--- src/rtl/core/lapef_fifo.sv ---
// ----------------------------------------------------------------------------
// lapef_fifo: small register fifo
// first-word fall-through, occupancy count for credit logic
// ----------------------------------------------------------------------------
module lapef_fifo #(
	parameter int WIDTH = 8,
	parameter int DEPTH = 4
) (
	input  logic                       clk,
	input  logic                       arst_n,
	input  logic                       wr_en,
	input  logic [WIDTH-1:0]           wr_data,
	input  logic                       rd_en,
	output logic [WIDTH-1:0]           rd_data,
	output logic                       empty,
	output logic                       full,
	output logic [$clog2(DEPTH+1)-1:0] count
);

	localparam int AW = $clog2(DEPTH);
	localparam int NW = $clog2(DEPTH + 1);

	logic [WIDTH-1:0] mem_q [DEPTH];
	logic [AW-1:0]    wr_ptr_q;
	logic [AW-1:0]    rd_ptr_q;
	logic [NW-1:0]    count_q;
	logic             do_wr;
	logic             do_rd;

	assign full    = (count_q == NW'(DEPTH));
	assign empty   = (count_q == '0);
	assign count   = count_q;
	assign do_wr   = wr_en && !full;
	assign do_rd   = rd_en && !empty;
	assign rd_data = mem_q[rd_ptr_q];

	always_ff @(posedge clk or negedge arst_n) begin
		if (!arst_n) begin
			wr_ptr_q <= '0;
			rd_ptr_q <= '0;
			count_q  <= '0;
		end else begin
			if (do_wr) begin
				wr_ptr_q <= (wr_ptr_q == AW'(DEPTH - 1)) ? '0 : wr_ptr_q + AW'(1);
			end
			if (do_rd) begin
				rd_ptr_q <= (rd_ptr_q == AW'(DEPTH - 1)) ? '0 : rd_ptr_q + AW'(1);
			end
			case ({do_wr, do_rd})
				2'b10:   count_q <= count_q + NW'(1);
				2'b01:   count_q <= count_q - NW'(1);
				default: count_q <= count_q;
			endcase
		end
	end

	always_ff @(posedge clk) begin
		if (do_wr) begin
			mem_q[wr_ptr_q] <= wr_data;
		end
	end

endmodule

--- config.mk ---
export PLATFORM = sky130hd
export DESIGN_NAME = lapef_fifo
export DESIGN_NICKNAME = d
export VERILOG_FILES = /design/src/rtl/core/lapef_fifo.sv
export SDC_FILE = /design/constraint.sdc
export NUM_CORES = 1
export LEC_CHECK = 0
export BUFFER_PORTS_ARGS = -buffer_cell sky130_fd_sc_hd__buf_4
export CORE_UTILIZATION = 25
export DETAILED_ROUTE_END_ITERATION = 12
export PLACE_DENSITY = 0.5
export SLEW_MARGIN = 20
export SYNTH_ARGS = -nofsm -noshare
export SYNTH_HDL_FRONTEND = slang
export SYNTH_SLANG_ARGS = --single-unit
--- constraint.sdc ---
create_clock -name clk -period 5.25 [get_ports clk]
set_input_delay 0.525 -clock clk [delete_from_list [all_inputs] [get_ports clk]]
set_output_delay 0.525 -clock clk [all_outputs]
set_load 0.005 [all_outputs]
==> results by stage <==
CTS:
- The total clock sinks is 39.
- The CTS root buffer is sky130_fd_sc_hd__clkbuf_8.
- In this run, CTS created clock tree buffers numbering 5.
- The clock passes through at most 2 buffers.
- The post-CTS resize count is 0.
- The number of H-tree levels is 2.
- At the later pin of the worst-skew pair, clock insertion delay measures between 200 and 300 ps.
- Buffers inserted to repair hold after CTS numbered 0.
- The CTS tree is yes.
- After clock tree synthesis, the clock-pin slew on the worst setup and hold paths is about 70 ps.
- The number of setup buffers added after CTS is 0.

Synthesis:
- The number of flops mapped to enable cells by yosys is 32.
- The most area-hungry cell type in the Yosys netlist is sky130_fd_sc_hd__edfxtp_1.
- By instance count, the leading cell after synthesis is sky130_fd_sc_hd__edfxtp_1.
- Synthesis instantiated 19 different standard cells from the library.
- Yosys attributes the largest share of cell area to sky130_fd_sc_hd__edfxtp_1 (60%), sky130_fd_sc_hd__mux4_2 (11%), sky130_fd_sc_hd__dfrtp_1 (11%).
- The register bit count reported by yosys is 39.
- The area of the mapped netlist is 1610 um2.
- The main flop type after synthesis is sky130_fd_sc_hd__edfxtp_1.
- The mean area per synthesized cell is 19.4 um2.
- The commonest cells after synthesis are sky130_fd_sc_hd__edfxtp_1 (32), sky130_fd_sc_hd__inv_1 (8), sky130_fd_sc_hd__mux4_2 (8).
- The share of the yosys chip area belonging to registers is 70.5%.
- The post-synth net total is 102.
- The share of the synthesized area in the top cell type is around three fifths.
- The count of warnings emitted by yosys is 0.
- The fraction of synthesis flops using an asynchronous set or reset pin is 17.9%.
- The cell count after synthesis came out at 83.

Placed design:
- The count of buffers added on input and output ports is 24.
- Once detailed placement completed, the half-perimeter wirelength came to 1.94 mm.
- The placed instances occupy a cell area of ~1900 um2.
- The congestion estimate from routability-driven global placement came to 0.660.

Global routing:
- Global routing used a little under a tenth of the available tracks across all layers.
- The total global routing overflow is 0.
- The pin count of the biggest net entering global routing is 13.
- The wire length of the first global-routing pass is 4.28 mm.
- The initial antenna violation count is 0.
- The number of global-route vias before repair is 922.

Worst setup path:
- STA puts the critical path data arrival time at 1740 ps.
- The endpoint kind of the worst setup timing path is an output pin.
- The kind of launch point of the worst setup path is a flip-flop.
- Traced cell by cell, the critical path runs through mux4_2, buf_4.
- For the worst flop-to-flop path, the logic depth is 9.
- On the worst path, the slowest cell contributes a delay of 730 ps.
- STA puts the critical path data required time at about 4700 ps.
- The critical path crosses 2 cells after its start point.
- The top fanout value on the critical path is 11.
- Among cell families on the critical path, the largest total delay comes from flip-flops.
- The count of buffering cells on the critical path with inverters included is 1.
- The largest individual stage delay along the critical path comes from the cell sky130_fd_sc_hd__dfrtp_1.
- The critical setup path kind is flip-flop to output pin.

Die:
- The placeable core area is 6060 um2.
- The die height is 82.3 um.
- The initial cell density of the core is 26.6%.
- The floorplan step defined a die boundary enclosing between 6000 and 7000 um2.
- 25 I/O pins were placed.
- Measured along the x axis, the die boundary spans 82.3 um.
- The number of core rows is 28.

STA:
- The hold slack is between 40 and 50 ps.
- Setup repair after global routing left no endpoint under its margin.
- Setup violations remaining at the end of the flow were counted as 0.
- The number of max-slew violations in the final report came to 0.
- Headroom to the max-slew limit came out at 59.9%.
- Of the available clock period, the critical path in the final layout requires a little over two fifths.
- The maximum clock skew at final layout is 5.47 ps.
- The shortest clock period the worst path allows after layout is between 2000 and 2500 ps.
- The transition time at the pin with the least slew margin is 601 ps.
- The maximum operating frequency is 441 MHz.
- The setup TNS is 0 ps.
- The final-report hold violation count is 0.

Finish:
- The area of all placed cells without fillers is 2010 um2.
- The diode insertion count for antenna repair is 0.
- The fill cell instance count of the final layout is ~580.
- In the final design database the tool counted around 130 nets.
- Compared with the post-synthesis result, the final layout area differs by 24.7%.
- The combined area of the multi-input logic cells is between 400 and 500 um2.
- The ratio of cells with drive above 1 in the final layout is 43.4%.
- The combined flip-flop and latch cell area is 1140 um2.

Flow run:
- The max-capacitance violation count is 0.

Drt:
- The routed wire length is 2.73 mm.
- The detailed-route DRC error count is 0.
- After detailed routing, the number of vias per cell comes to between 4 and 5.
- For this block, the via count after detailed routing is 816.
- The number of iterations in the first detailed-routing pass is 4.
- After the first detailed-routing iteration, the DRC count stood at 59.
- Once detail routing completed, the nets flagged for antenna violations numbered 0.
- After detailed routing, the average wire length per cell comes to 14.5 um.

Outcome:
- The flow ran to the end, and the final reports show no timing, DRC or antenna violations.

Power:
- For this design the static power due to leakage is 0.785 nW.
- The power per standard cell area is 562 nW/um2.
- VDD sags by at most around 0.00022 V.

Worst hold path:
- The path class of the lowest-slack min-delay path is input port to async pin.
[layer usage]
layer  vias up  global-route usage (%)  part of all wire (%)
li1        369                       -                     -
met1       415                    9.90                    41
met3         7                    3.19                   6.1
met5         -                       0                     0
met4         0                    5.26                   2.0
met2        25                    16.1                    50
[cell usage in the layout, fill, tap and decap left out]
cell type / n
sky130_fd_sc_hd__inv_1: 8
sky130_fd_sc_hd__ha_1: 6
sky130_fd_sc_hd__mux2_2: 2
sky130_fd_sc_hd__or3b_4: 1
sky130_fd_sc_hd__dfrtp_1: 7
sky130_fd_sc_hd__clkbuf_8: 5
sky130_fd_sc_hd__and2_4: 1
sky130_fd_sc_hd__edfxtp_1: 32
sky130_fd_sc_hd__fa_1: 1
sky130_fd_sc_hd__xnor2_1: 1
sky130_fd_sc_hd__mux4_2: 8
sky130_fd_sc_hd__and3_2: 4
sky130_fd_sc_hd__bufinv_16: 2
sky130_fd_sc_hd__mux2i_1: 1
sky130_fd_sc_hd__nor3_1: 1
sky130_fd_sc_hd__nand2b_1: 1
sky130_fd_sc_hd__clkbuf_1: 1
sky130_fd_sc_hd__mux2_4: 2
sky130_fd_sc_hd__buf_4: 24
sky130_fd_sc_hd__xor2_1: 2
sky130_fd_sc_hd__nor2_1: 3
[worst register-to-register path, delay by kind of cell, from the launching register on]
family	cells	cell delay, ps
buffers and inverters	2	130
DFF	1	440
adders and majority gates	2	560
xor gates and xnor gates	2	310
and+or+nand+nor	3	750
[path summary, 6_finish.rpt]
| check | slack [ps] | to | startpoint |
|---|---|---|---|
| max in group asynchronous | 5080 | rd_ptr_q[0] | arst_n |
| min in group clk | 440 | mem_q[0][5] | wr_data[5] |
| worst max-delay path | 2980 | rd_data[0] | rd_ptr_q[0] |
| worst min-delay path | 40 | wr_ptr_q[1] | arst_n |
| worst max register to register | 3000 | count[2] | count[0] |
| worst min register to register | 520 | count[2] | count[2] |
[report_power, final]
group,internal [mW],leakage (nW),switching (mW),total (mW)
Sequential,0.419,0.375,0.0714,0.490
Combinational,0.216,0.344,0.137,0.353
Clock,0.190,0.0654,0.0967,0.287
Total,0.824,0.785,0.306,1.13
[cells by family after synthesis]
kind of cell / Yosys count / share of synthesized area, %
simple gates: 11 / 4.50
xor+xnor: 3 / 1.63
mux: 13 / 15.1
fa+ha+maj: 7 / 5.90
buf+inv: 10 / 2.41
flops: 39 / 70.5
[flip-flops by register name (all words and copies together) (netlist names)]
signal,count
count,3
wr_ptr_q,2
mem_q,32
rd_ptr_q,2
[cell type report]
cell class | instances | area share [%]
multi-input cells | 34 | 21.7
flip-flops and latches | 39 | 56.5
clock inverters | 2 | 2.99
inverters | 8 | 1.49
well taps | 75 | 4.67
repair buffers | 24 | 8.97
clock buffers | 6 | 3.61
[stage by stage]
step	total power, mW	std cells	setup slack [ps]	utilization (%)
2_1_floorplan	0.702	83	3150	-
3_3_place_gp	0.848	180	3100	31.0
3_5_place_dp	0.863	180	3000	31.0
4_1_cts	1.15	188	2910	33.2
5_1_grt	1.21	188	2830	33.2
6_report	1.13	188	2980	33.2
Note: power is estimated with default switching activity, not from simulation.
