**src/rtl/core/lapef_pkg.sv**
```systemverilog
// ----------------------------------------------------------------------------
// lapef_pkg: shared types and constants of the rgb laplacian edge filter
// beat layouts, register map, item codes and queue sizes
// ----------------------------------------------------------------------------
package lapef_pkg;

	// register map
	localparam int FRAME_WIDTH_W  = 12;
	localparam int FRAME_HEIGHT_W = 16;
	localparam int ROW_W          = FRAME_HEIGHT_W + 1;   // rows run up to height+1
	localparam int PADDR_W        = 3;

	localparam logic [FRAME_WIDTH_W-1:0]  FRAME_WIDTH_RST  = 12'd640;
	localparam logic [FRAME_HEIGHT_W-1:0] FRAME_HEIGHT_RST = 16'd480;

	localparam logic [0:0] REG_FRAME_WIDTH  = 1'b0;
	localparam logic [0:0] REG_FRAME_HEIGHT = 1'b1;

	// item codes
	localparam logic OP_PIXEL = 1'b0;
	localparam logic OP_DRAIN = 1'b1;

	// queue depths
	localparam int CMD_Q_DEPTH = 4;
	localparam int OUT_DEPTH   = 4;

	typedef struct packed {
		logic       op;
		logic [7:0] red_in;
		logic [7:0] green_in;
		logic [7:0] blue_in;
	} in_beat_t;

	typedef struct packed {
		logic [7:0] red_out;
		logic [7:0] green_out;
		logic [7:0] blue_out;
		logic       frame_last;
	} out_beat_t;

	typedef struct packed {
		logic [7:0] blue;
		logic [7:0] green;
		logic [7:0] red;
	} pix_t;

	// classified item handed from front to back
	typedef struct packed {
		pix_t px;        // pixel, already gated to zero outside the pixel rows
		logic c_zero;    // first column of a row
		logic up_ok;     // upper line store holds this frame's data
		logic mid_ok;    // middle line store holds this frame's data
		logic emit;      // item yields a result
		logic last;      // that result closes the frame
		logic restart;   // item ends the frame
	} cmd_t;

endpackage

```
**src/rtl/core/lapef_front.sv**
```systemverilog
// ----------------------------------------------------------------------------
// lapef_front: item intake and classification
// frame position counters, pixel gating and result/last/restart flags
// ----------------------------------------------------------------------------
module lapef_front import lapef_pkg::*; #(
	parameter int MAX_WIDTH = 2048
) (
	input  logic                         clk,
	input  logic                         arst_n,
	input  logic                         restart,
	input  logic [FRAME_WIDTH_W-1:0]     frame_width,
	input  logic [FRAME_HEIGHT_W-1:0]    frame_height,
	input  logic                         push,
	input  in_beat_t                     item,
	output logic                         full,
	input  logic                         q_full,
	output logic                         q_wr,
	output cmd_t                         q_cmd,
	output logic [$clog2(MAX_WIDTH)-1:0] q_col
);

	localparam int CW   = $clog2(MAX_WIDTH);
	localparam int EW   = $clog2(MAX_WIDTH + 1);
	localparam int XW   = EW + 1;
	localparam int CMPW = ((EW > FRAME_WIDTH_W) ? EW : FRAME_WIDTH_W) + 1;
	localparam logic [CMPW-1:0] MAXW_C = CMPW'(MAX_WIDTH);

	logic [CW-1:0]    in_col_q;
	logic [ROW_W-1:0] in_row_q;
	logic [CW-1:0]    out_col_q;
	logic [ROW_W-1:0] out_row_q;

	logic [CMPW-1:0]  fw_ext;
	logic [EW-1:0]    eff_w;
	logic [ROW_W-1:0] eff_h;
	logic             accept;
	logic [XW-1:0]    in_col_p1;
	logic [XW-1:0]    out_col_p1;
	logic             in_wrap;
	logic             out_wrap;

	// effective frame size: width clamped to 1..MAX_WIDTH, height at least 1
	always_comb begin
		fw_ext = CMPW'(frame_width);
		if (frame_width == '0) begin
			eff_w = EW'(1);
		end else if (fw_ext > MAXW_C) begin
			eff_w = EW'(MAX_WIDTH);
		end else begin
			eff_w = EW'(fw_ext);
		end
		eff_h = (frame_height == '0) ? ROW_W'(1) : ROW_W'(frame_height);
	end

	assign accept = push && !q_full;
	assign full   = q_full;
	assign q_wr   = accept;
	assign q_col  = in_col_q;

	always_comb begin
		in_col_p1  = XW'(in_col_q) + XW'(1);
		out_col_p1 = XW'(out_col_q) + XW'(1);
		in_wrap    = (in_col_p1 >= XW'(eff_w));
		out_wrap   = (out_col_p1 >= XW'(eff_w));

		q_cmd.c_zero  = (in_col_q == '0);
		q_cmd.up_ok   = (in_row_q >= ROW_W'(2));
		q_cmd.mid_ok  = (in_row_q != '0);
		q_cmd.emit    = (in_row_q >= ROW_W'(2)) || ((in_row_q == ROW_W'(1)) && !q_cmd.c_zero);
		q_cmd.last    = (out_row_q == eff_h - ROW_W'(1)) &&
		                (XW'(out_col_q) == XW'(eff_w) - XW'(1));
		q_cmd.restart = (in_row_q >= eff_h + ROW_W'(1));
		// drain items in the pixel rows and anything after them count as zero
		if ((item.op == OP_PIXEL) && (in_row_q < eff_h)) begin
			q_cmd.px = '{blue: item.blue_in, green: item.green_in, red: item.red_in};
		end else begin
			q_cmd.px = '0;
		end
	end

	always_ff @(posedge clk or negedge arst_n) begin
		if (!arst_n) begin
			in_col_q  <= '0;
			in_row_q  <= '0;
			out_col_q <= '0;
			out_row_q <= '0;
		end else if (restart || (accept && q_cmd.restart)) begin
			in_col_q  <= '0;
			in_row_q  <= '0;
			out_col_q <= '0;
			out_row_q <= '0;
		end else if (accept) begin
			if (in_wrap) begin
				in_col_q <= '0;
				in_row_q <= in_row_q + ROW_W'(1);
			end else begin
				in_col_q <= CW'(in_col_p1);
			end
			if (q_cmd.emit) begin
				if (out_wrap) begin
					out_col_q <= '0;
					out_row_q <= out_row_q + ROW_W'(1);
				end else begin
					out_col_q <= CW'(out_col_p1);
				end
			end
		end
	end

endmodule

```
**config.mk**
```make
export PLATFORM = sky130hd
export DESIGN_NAME = lapef_front
export DESIGN_NICKNAME = d
export VERILOG_FILES = /design/src/rtl/core/lapef_pkg.sv /design/src/rtl/core/lapef_front.sv
export SDC_FILE = /design/constraint.sdc
export NUM_CORES = 1
export LEC_CHECK = 0
export ABC_AREA = 1
export BUFFER_PORTS_ARGS = -buffer_cell sky130_fd_sc_hd__buf_2
export CORE_MARGIN = 2
export CORE_UTILIZATION = 59
export DETAILED_ROUTE_END_ITERATION = 10
export PLACE_DENSITY = 0.83
export SLEW_MARGIN = 20
export SYNTH_ARGS = -nofsm -noshare
export SYNTH_HDL_FRONTEND = slang
export SYNTH_SLANG_ARGS = --single-unit
```
**constraint.sdc**
```tcl
create_clock -name clk -period 3.86 [get_ports clk]
set_input_delay 0.579 -clock clk [delete_from_list [all_inputs] [get_ports clk]]
set_output_delay 0.579 -clock clk [all_outputs]
set_load 0.005 [all_outputs]
```
==> results.rst, run 1 <==
.. list-table::
   :header-rows: 1

   * - Metric
     - Value
   * - All-Layer GR Usage
     - 0.290
   * - Detailed-routing iteration count for the pre-antenna-repair pass
     - 5
   * - Global-route wire length before repair
     - approximately 28 mm
   * - Maximum fanout along the worst path
     - 4
   * - Category of the worst setup path launch point
     - input pin
   * - Most used standard cell by instance count after synthesis
     - sky130_fd_sc_hd__nand2_1
   * - Clock buffers created by TritonCTS
     - 5
   * - Netlist area before placement
     - 6440 sq um
   * - Synth area leaders
     - sky130_fd_sc_hd__dfrtp_1, sky130_fd_sc_hd__nand2_1, sky130_fd_sc_hd__ha_1, sky130_fd_sc_hd__inv_1, sky130_fd_sc_hd__nor2_1
   * - Largest family of logic cells by synthesized area
     - simple AND/OR/NAND/NOR gates
   * - Slowest stage delay, CP
     - 270 ps
   * - Category of the most critical setup path
     - input pin to output port
   * - Antenna violations before repair
     - 0
   * - Crit-path leading delay family
     - simple AND/OR/NAND/NOR gates
   * - Via-to-Cell Ratio
     - roughly 5.5
   * - Worst clock skew
     - 7.67 ps
   * - Clock insertion delay at the later pin of the skew report
     - 330 ps
   * - Number of global-route vias before repair
     - 6,075
   * - Detailed router's first-iteration violation count
     - 472
   * - CTS tree
     - yes
   * - Clock edge transition at the registers on the reported setup and hold paths
     - 100 ps
   * - Residual DRC count
     - 0
   * - Max-slew violation total from the final report
     - 0
   * - Final setup viols
     - 0
   * - Worst flop-to-flop path endpoint
     - q_col[9]$_DFFE_PN0P_
   * - I/O pin total
     - a little over 100
   * - Count of nets after finishing
     - 1,235
   * - Relative slew slack
     - 0.283
   * - Detailed Route WL
     - 17.5 mm
   * - Post-Route Setup TNS
     - 0 ps
   * - Synthesized flop and latch total
     - between 50 and 60
   * - Area of the core
     - between 10,000 and 15,000 sq um
   * - Total via count in the routed design
     - 6,824
   * - P&R area growth vs syn
     - 16.0%
   * - Row count
     - 38
   * - Arrival time at the worst endpoint
     - roughly 3200 ps
   * - Time the worst path needs with I/O delays and setup
     - 3820 ps
   * - Final weighted congestion in routability-driven placement
     - about 0.95
   * - Synth top area share
     - 0.218
   * - Cell with the largest stage delay on the worst path
     - sky130_fd_sc_hd__ha_4
   * - DPL Wire Length
     - 13.5 mm
   * - Gate count after technology mapping
     - between 900 and 1,000
   * - Number of enable-type register cells in the synthesized netlist
     - 0
   * - Switching power of the nets
     - 931 uW
   * - Maximum clock rate
     - 0.262 GHz
   * - Post-DR wirelength/cell
     - 14.0 microns
   * - Number of buffers inserted by port buffering
     - 100
   * - Adder-cell area share of the yosys netlist
     - 0.130
   * - Number of maximum-capacitance constraint violations
     - 0
   * - Tcrit/Tclk final
     - 0.989
   * - Ys flop type
     - sky130_fd_sc_hd__dfrtp_1
   * - Number of antenna diodes
     - 0
   * - Sw frac
     - 0.441
   * - Power per unit of standard cell area
     - 283 nW/um^2
   * - Worst voltage drop across the vdd grid
     - 203 uV
   * - Number of synthesis warnings
     - 0
   * - DIE HEIGHT
     - 108 microns
   * - Die Width
     - around 110 microns
   * - Worst hold slack
     - 210 ps
   * - Antenna Violating Nets Remaining
     - 0
   * - Buf+Inv Stages, Crit Path
     - 2
   * - Synthesized netlist net count
     - 1,120
   * - Die ar.
     - approximately 12,000 sq um
   * - Worst setup path start
     - frame_height[1]
   * - Launching point of the worst reg2reg path
     - q_col[2]$_DFFE_PN0P_
   * - Worst path required time
     - 3280 ps
   * - Clock tree root driver cell
     - sky130_fd_sc_hd__clkbuf_8
   * - Post-Place Setup Slack
     - -230 ps
   * - Mux contribution to synthesized area
     - 0
   * - Largest net degree at the start of global routing
     - 35
   * - Internal power summed over all cells
     - 1.18 mW
   * - Worst Tran Pin Value
     - 1070 ps
   * - Buffer levels on the longest clock path
     - 2
   * - GR Overflow Total
     - 0
   * - Synthesized-area fraction occupied by ao, oa, aoi and oai cells
     - 0.0869
   * - Status
     - completed
   * - Setup slack of the critical path after layout
     - 43.7 ps
   * - Post-Syn Area per Cell
     - ~6.5 sq um
   * - Async set-reset flop share out of synthesis
     - 1.00
   * - H-tree level count
     - 2
   * - Logic gate share of total power
     - 0.496
   * - Standby leakage power
     - 4.02 nW
   * - Count of distinct cell types in the synthesized netlist
     - 47
   * - Part of the total power dissipated in sequential elements
     - 0.356
   * - Xor/xnor cell area share of the yosys netlist
     - 0.0874
   * - Worst Reg-to-Reg Cells
     - 15
   * - Path type of the worst min-delay path
     - input pin to async pin
   * - Worst path depth
     - 22
   * - Minimum setup slack among reg-to-reg paths
     - 610 ps
   * - Post-synthesis share of cell area spent on and, or, nand and nor gates
     - 0.376
   * - Top post-synthesis cells by count
     - sky130_fd_sc_hd__nand2_1, sky130_fd_sc_hd__inv_1, sky130_fd_sc_hd__nor2_1
   * - Fraction of layout instances using a drive strength above 1
     - 0.163
   * - Series of cell instances along the critical path
     - buf_2 -> nand2_2 -> nor2_4 -> nand2_4 -> nor2_4 -> nand2_4 -> nor2_4 -> nand2_4 -> nor2_4 -> nand2_4 -> nor3_4 -> nand2_2 -> nor2_4 -> nand2_2 -> nand2_2 -> nand2_2 -> ha_4 -> nand4_1 -> nor4_1 -> nand2_1 -> nand4_2 -> buf_2
   * - RSZ-0062 raised after global routing
     - yes
   * - Clock sink total
     - 56
   * - Share of the yosys chip area belonging to registers
     - 0.218
   * - Share of total power in the clock network
     - 0.148
   * - Hold-fix buffers, CTS
     - 0
   * - Effective utilization at floorplan
     - 0.599
   * - Area leader, netlist
     - sky130_fd_sc_hd__dfrtp_1
   * - Critical Path End Type
     - output port
   * - Hold Violations, Final
     - 0
## state kept, by name, summed over array words and instances (netlist names)
signal and count:
q_col 11, out_row_q 17, out_col_q 11, in_row_q 17
## kinds of logic (layout without fill, tap and decap cells)
| kind of cell | after synthesis | count (layout) |
|---|---|---|
| AO/OA/AOI/OAI | 99 | 99 |
| XOR/XNOR | 58 | 58 |
| adder cells (fa/ha/maj) | 67 | 67 |
| buffers and inverters | 167 | 279 |
| flip-flops | 56 | 56 |
| AND/OR/NAND/NOR | 548 | 549 |
## routing by layer
layer / vias up / part of all wire / global-route usage
met5: - / 0 / 0
met2: 257 / 0.49 / 0.532
li1: 3435 / - / -
met4: 0 / 0.018 / 0.0714
met1: 3107 / 0.42 / 0.362
met3: 25 / 0.069 / 0.0295
## final cells by class
type / count / area, sq um
Timing Repair Buffer: 125 / 763
Inverter: 149 / 563
Fill cell: 978 / 3280
Clock buffer: 5 / 68.8
Multi-Input combinational cell: 773 / 4500
Tap cell: 140 / 175
Sequential cell: 56 / 1400
## power groups by stage
stage / Sequential, mW / Clock, mW / Combinational, mW
floorplan: 0.726 / 0 / 0.663
global placement: 0.759 / 0 / 0.938
detailed placement: 0.760 / 0 / 0.971
CTS: 0.749 / 0.309 / 0.977
global route: 0.761 / 0.333 / 1.19
finish: 0.751 / 0.313 / 1.05
## worst reg2reg max path, cell delays in order (launching register included)
cell,delay (ps)
sky130_fd_sc_hd__dfrtp_1,450
sky130_fd_sc_hd__inv_1,80
sky130_fd_sc_hd__nor3_1,310
sky130_fd_sc_hd__nand3_1,200
sky130_fd_sc_hd__nor3_1,300
sky130_fd_sc_hd__xor2_1,240
sky130_fd_sc_hd__ha_1,280
sky130_fd_sc_hd__a21oi_1,140
sky130_fd_sc_hd__nor2_1,60
sky130_fd_sc_hd__a211oi_1,200
sky130_fd_sc_hd__nand3_1,100
sky130_fd_sc_hd__a31o_2,220
sky130_fd_sc_hd__inv_1,120
sky130_fd_sc_hd__nand2_4,110
sky130_fd_sc_hd__buf_8,180
sky130_fd_sc_hd__o21ai_0,190
## worst max-delay path by stage
| stage | endpoint | slack (ps) |
|---|---|---|
| global route | q_cmd[0] | -130 |
| global placement | in_row_q[12]$_DFFE_PN0P_ | -30 |
| finish | q_cmd[0] | 40 |
| detailed placement | out_row_q[4]$_DFFE_PN0P_ | -230 |
| floorplan | in_row_q[6]$_DFFE_PN0P_ | 430 |
| CTS | q_cmd[0] | 7 |
## timing repair
item                                   CTS  global route
endpoints found under the hold margin    0             0
resized for setup                        0            36
setup endpoints to repair                0            54
buffers inserted                         0             5
## stage by stage
stage               utilization  total power [mW]  area [sq um]  std cells
floorplan                     -              1.39          6440        995
global placement          0.666              1.70          7160       1234
detailed placement        0.666              1.73          7160       1234
CTS                       0.672              2.03          7230       1239
global route              0.695              2.28          7470       1248
finish                    0.695              2.11          7470       1248
## placed cells by master (no fill, tap or decap), types with 5 or more instances in the layout
cell and n:
sky130_fd_sc_hd__a21oi_1 25, sky130_fd_sc_hd__buf_2 98, sky130_fd_sc_hd__buf_4 19, sky130_fd_sc_hd__clkbuf_8 5, sky130_fd_sc_hd__dfrtp_1 56, sky130_fd_sc_hd__ha_1 65
sky130_fd_sc_hd__inv_1 146, sky130_fd_sc_hd__nand2_1 239, sky130_fd_sc_hd__nand2_2 12, sky130_fd_sc_hd__nand2_4 7, sky130_fd_sc_hd__nand3_1 73, sky130_fd_sc_hd__nand4_1 38
sky130_fd_sc_hd__nor2_1 130, sky130_fd_sc_hd__nor2_2 6, sky130_fd_sc_hd__nor2_4 6, sky130_fd_sc_hd__nor3_1 20, sky130_fd_sc_hd__o21ai_0 35, sky130_fd_sc_hd__o21ai_1 14
sky130_fd_sc_hd__o22ai_1 7, sky130_fd_sc_hd__xor2_1 52
No activity file was read; power rests on OpenSTA's default activity.
==> inputs of run 2 (changes only) <==
--- a/config.mk
+++ b/config.mk
@@ -5,12 +5,13 @@
 export SDC_FILE = /design/constraint.sdc
 export NUM_CORES = 1
 export LEC_CHECK = 0
-export ABC_AREA = 1
 export BUFFER_PORTS_ARGS = -buffer_cell sky130_fd_sc_hd__buf_2
+export CELL_PAD_IN_SITES_DETAIL_PLACEMENT = 1
+export CELL_PAD_IN_SITES_GLOBAL_PLACEMENT = 2
 export CORE_MARGIN = 2
-export CORE_UTILIZATION = 59
+export CORE_UTILIZATION = 34
 export DETAILED_ROUTE_END_ITERATION = 10
-export PLACE_DENSITY = 0.83
+export PLACE_DENSITY_LB_ADDON = 0.1
 export SLEW_MARGIN = 20
 export SYNTH_ARGS = -nofsm -noshare
 export SYNTH_HDL_FRONTEND = slang
==> constraint.sdc (replaced) <==
create_clock -name clk -period 3.86 [get_ports clk]
set_input_delay 0.579 -clock clk [delete_from_list [all_inputs] [get_ports clk]]
set_output_delay 0.579 -clock clk [all_outputs]
set_load 0.02 [all_outputs]
==> run 2 against run 1 <==
Against the previous run:
- the flow now finishes with violations (setup timing)
- clock power is 74% higher
- largest cell class unchanged
- clock skew up 2.6 ps
- critical endpoint is now q_cmd[1]
- synthesized area fell by 7.8%
- register-to-register slack lost 280 ps
- highest routed layer unchanged
==> results.rst, run 2 <==
.. list-table::
   :header-rows: 1

   * - Metric
     - Value
   * - Status
     - complete, but fails checks
   * - Violated checks
     - setup timing
   * - Most used standard cell by instance count after synthesis
     - sky130_fd_sc_hd__nand2_1
   * - Ys flop type
     - sky130_fd_sc_hd__dfrtp_1
   * - Number of global-route vias before repair
     - 6,773 (+11%)
   * - Gate count after technology mapping
     - 756 (-24%)
   * - Power per unit of standard cell area
     - 231 nW/um^2 (-18%)
   * - Post-Syn Area per Cell
     - 7.85 sq um (+21%)
   * - Residual DRC count
     - 0 (unchanged)
   * - Cell with the largest stage delay on the worst path
     - sky130_fd_sc_hd__or4_4
   * - Hold-fix buffers, CTS
     - 0 (unchanged)
   * - Detailed Route WL
     - 22.9 mm (+31%)
   * - Registers with the highest flip-flop counts
     - in_row_q (17), out_row_q (17)
   * - Global-route wire length before repair
     - 35.6 mm (+29%)
   * - Clock tree root driver cell
     - sky130_fd_sc_hd__clkbuf_16
   * - Final cell area excluding filler cells
     - 8230 sq um (+10%)
   * - H-tree level count
     - 2 (unchanged)
   * - Die ar.
     - 18,500 sq um (+58%)
   * - Category of the worst setup path launch point
     - input pin
   * - Detailed router's first-iteration violation count
     - 253 (-46%)
   * - Final setup viols
     - 2 (+2)
   * - Slowest stage delay, CP
     - 520 ps (+250 ps)
   * - Area of the core
     - 17,200 sq um (+60%)
   * - Critical Path End Type
     - output port
   * - Most common cell after layout, fill and taps aside
     - sky130_fd_sc_hd__buf_4
   * - Number of synthesis warnings
     - 0 (unchanged)
   * - Series of cell instances along the critical path
     - buf_8 -> or4_4 -> nand2b_4 -> nor2_4 -> nor2_2 -> nor2_2 -> inv_2 -> ha_4 -> xnor2_2 -> xnor2_1 -> o221a_2 -> o221ai_2 -> or4_1 -> a2111oi_2 -> nand4b_1 -> nor3_4 -> buf_6
   * - Category of the most critical setup path
     - input pin to output port
   * - Fill cell total of the finished layout
     - 2,106 (+120%)
   * - Effective utilization at floorplan
     - 0.346 (-0.254)
   * - Max-slew violation total from the final report
     - 0 (unchanged)
   * - Maximum clock rate
     - 0.238 GHz (-9.0%)
   * - Clock sink total
     - 56 (unchanged)
   * - Buf+Inv Stages, Crit Path
     - 3 (+1)
   * - Synth area leaders
     - sky130_fd_sc_hd__dfrtp_1, sky130_fd_sc_hd__ha_1, sky130_fd_sc_hd__xnor2_1, sky130_fd_sc_hd__o21ai_0, sky130_fd_sc_hd__nand2_1
   * - Number of maximum-capacitance constraint violations
     - 0 (unchanged)
   * - Worst Tran Pin Value
     - 917 ps (-157 ps)
   * - Count of nets after finishing
     - 1,068 (-14%)
   * - Count of non-filler cells in the finished layout
     - 1,169 (-6.3%)
   * - Hold Violations, Final
     - 0 (unchanged)
   * - Number of enable-type register cells in the synthesized netlist
     - 0 (unchanged)
   * - Relative slew slack
     - 0.389 (+0.105)
   * - Worst voltage drop across the vdd grid
     - 164 uV (-19%)
   * - Final weighted congestion in routability-driven placement
     - 0.847 (-11%)
   * - Time the worst path needs with I/O delays and setup
     - 4190 ps (+378 ps)
   * - Dpl cells
     - 1,141 (-7.5%)
   * - Buffer levels on the longest clock path
     - 2 (unchanged)
   * - All-Layer GR Usage
     - 0.245 (-0.0446)
   * - Clock insertion delay at the later pin of the skew report
     - 310 ps (-20 ps)
   * - RSZ-0062 raised after global routing
     - yes
   * - Number of antenna diodes
     - 0 (unchanged)
   * - Post-DP Area
     - 7360 sq um (+2.8%)
   * - Row count
     - 48 (+26%)
   * - Fraction of layout instances using a drive strength above 1
     - 0.331 (+0.167)
   * - Post-DR wirelength/cell
     - 19.6 microns (+40%)
   * - Count of distinct cell types in the synthesized netlist
     - 68 (+45%)
   * - Area leader, netlist
     - sky130_fd_sc_hd__dfrtp_1
   * - Antenna violations before repair
     - 0 (unchanged)
   * - DPL Wire Length
     - 17.8 mm (+32%)
   * - CTS tree
     - yes
   * - Via-to-Cell Ratio
     - 5.52 (+1.0%)
   * - Die Width
     - 136 microns (+26%)
   * - Standby leakage power
     - 3.88 nW (-3.6%)
   * - Crit-path leading delay family
     - simple AND/OR/NAND/NOR gates
   * - Antenna Violating Nets Remaining
     - 0 (unchanged)
   * - Top post-synthesis cells by count
     - sky130_fd_sc_hd__nand2_1, sky130_fd_sc_hd__ha_1, sky130_fd_sc_hd__nor2_1
   * - Share of the yosys chip area belonging to registers
     - 0.236 (+0.0184)
   * - Maximum fanout along the worst path
     - 4 (unchanged)
   * - Synthesized netlist net count
     - 881 (-21%)
   * - Worst clock skew
     - 10.2 ps (+2.56 ps)
   * - Number of buffers inserted by port buffering
     - 100 (unchanged)
   * - Detailed-routing iteration count for the pre-antenna-repair pass
     - 6 (+1)
   * - Clock buffers created by TritonCTS
     - 5 (unchanged)
   * - DIE HEIGHT
     - 136 microns (+26%)
   * - Netlist area before placement
     - 5940 sq um (-7.8%)
   * - Worst path required time
     - 3280 ps (about the same)
   * - Most common cell type on the critical path
     - sky130_fd_sc_hd__nor2_2
   * - Arrival time at the worst endpoint
     - 3620 ps (+380 ps)
   * - P&R area growth vs syn
     - 38.7%
   * - Setup slack of the critical path after layout
     - -334 ps (-378 ps)
   * - Largest net degree at the start of global routing
     - 36 (+2.9%)
   * - Most frequent cells in the layout
     - sky130_fd_sc_hd__buf_4, sky130_fd_sc_hd__nand2_1, sky130_fd_sc_hd__buf_2, sky130_fd_sc_hd__ha_1, sky130_fd_sc_hd__dfrtp_1
   * - Async set-reset flop share out of synthesis
     - 1.00 (unchanged)
   * - Synth top area share
     - 0.236 (+0.0184)
   * - Tcrit/Tclk final
     - 1.09 (+0.0979)
   * - I/O pin total
     - 101 (unchanged)
   * - Clock edge transition at the registers on the reported setup and hold paths
     - 80 ps (-20 ps)
   * - GR Overflow Total
     - 0 (unchanged)
   * - Synthesized flop and latch total
     - 56 (unchanged)
   * - Total via count in the routed design
     - 6,458 (-5.4%)
   * - Path type of the worst min-delay path
     - input pin to async pin
## run 2: cell count changes in the layout (fill, tap and decap cells not counted), sizes merged, moves of 9 or more
cell and delta:
buf +88, and2 +36, nand3 -29, or3 +9, and3 +21, xor2 -24
nand4 -21, inv -116, nand2 -185, nor2 -81, xnor2 +34
## run 2: path summary, 6_finish.rpt
kind	endpoint	start	slack (ps)	cells after the start
max	q_cmd[1]	frame_width[7]	-330	17
min	in_row_q[9]$_DFFE_PN0P_	arst_n	380	1
max reg2reg	q_col[7]$_DFFE_PN0P_	q_col[0]$_DFFE_PN0P_	330	15
min reg2reg	out_row_q[11]$_DFFE_PN0P_	out_row_q[11]$_DFFE_PN0P_	510	1
max in group asynchronous	out_row_q[7]$_DFFE_PN0P_	arst_n	2580	2
min in group clk	out_row_q[11]$_DFFE_PN0P_	out_row_q[11]$_DFFE_PN0P_	510	1
## run 2: per-layer routing
layer  part of all wire  track usage  wire length, microns
met2               0.51        0.428                 11700
met1               0.44        0.312                 10000
met5                  0            0                     0
met3              0.033       0.0377                   746
met4              0.023       0.0700                   527
## run 2: cell families (layout without fill, tap and decap cells)
group | Yosys count | after routing | synth area share
AOI/OAI and AO/OA | 160 | 160 | 0.175
xor gates and xnor gates | 64 | 64 | 0.0944
adders and majority gates | 67 | 67 | 0.141
buffers and inverters | 64 | 252 | 0.0478
DFF | 56 | 56 | 0.236
muxes | 4 | 4 | 0.00738
and+or+nand+nor | 341 | 341 | 0.298
## run 2: stage by stage
step / hold WS [ps] / utilization / total power, mW / setup WS [ps] / TNS [ps]
global placement: 503 / 0.428 / 1.26 / -422 / -8340
floorplan: 283 / - / 0.984 / -216 / -216
detailed placement: 509 / 0.428 / 1.29 / -502 / -16190
CTS: 418 / 0.457 / 1.87 / -394 / -885
global route: 440 / 0.479 / 2.01 / -554 / -3940
finish: 382 / 0.479 / 1.90 / -334 / -338
## run 2: layout make-up
type,instances,area [sq um],area share
multi-input cells,636,4610,0.560
well taps,225,282,0.0342
clock inverters,2,35.0,0.00426
repair buffers,211,1650,0.200
clock buffers,6,129,0.0157
inverters,33,126,0.0153
flip-flops and latches,56,1400,0.170
## run 2: timing repair
action,in CTS,in global routing
cloned,1,2
endpoints found under the setup margin,35,76
pin swaps,28,30
gates resized for setup,64,97
setup buffers,9,11
## run 2: report_power, final
part	internal [mW]	leakage (nW)	switching (mW)
Clock	0.307	0.0808	0.237
Combinational	0.321	3.02	0.400
Sequential	0.603	0.778	0.0359
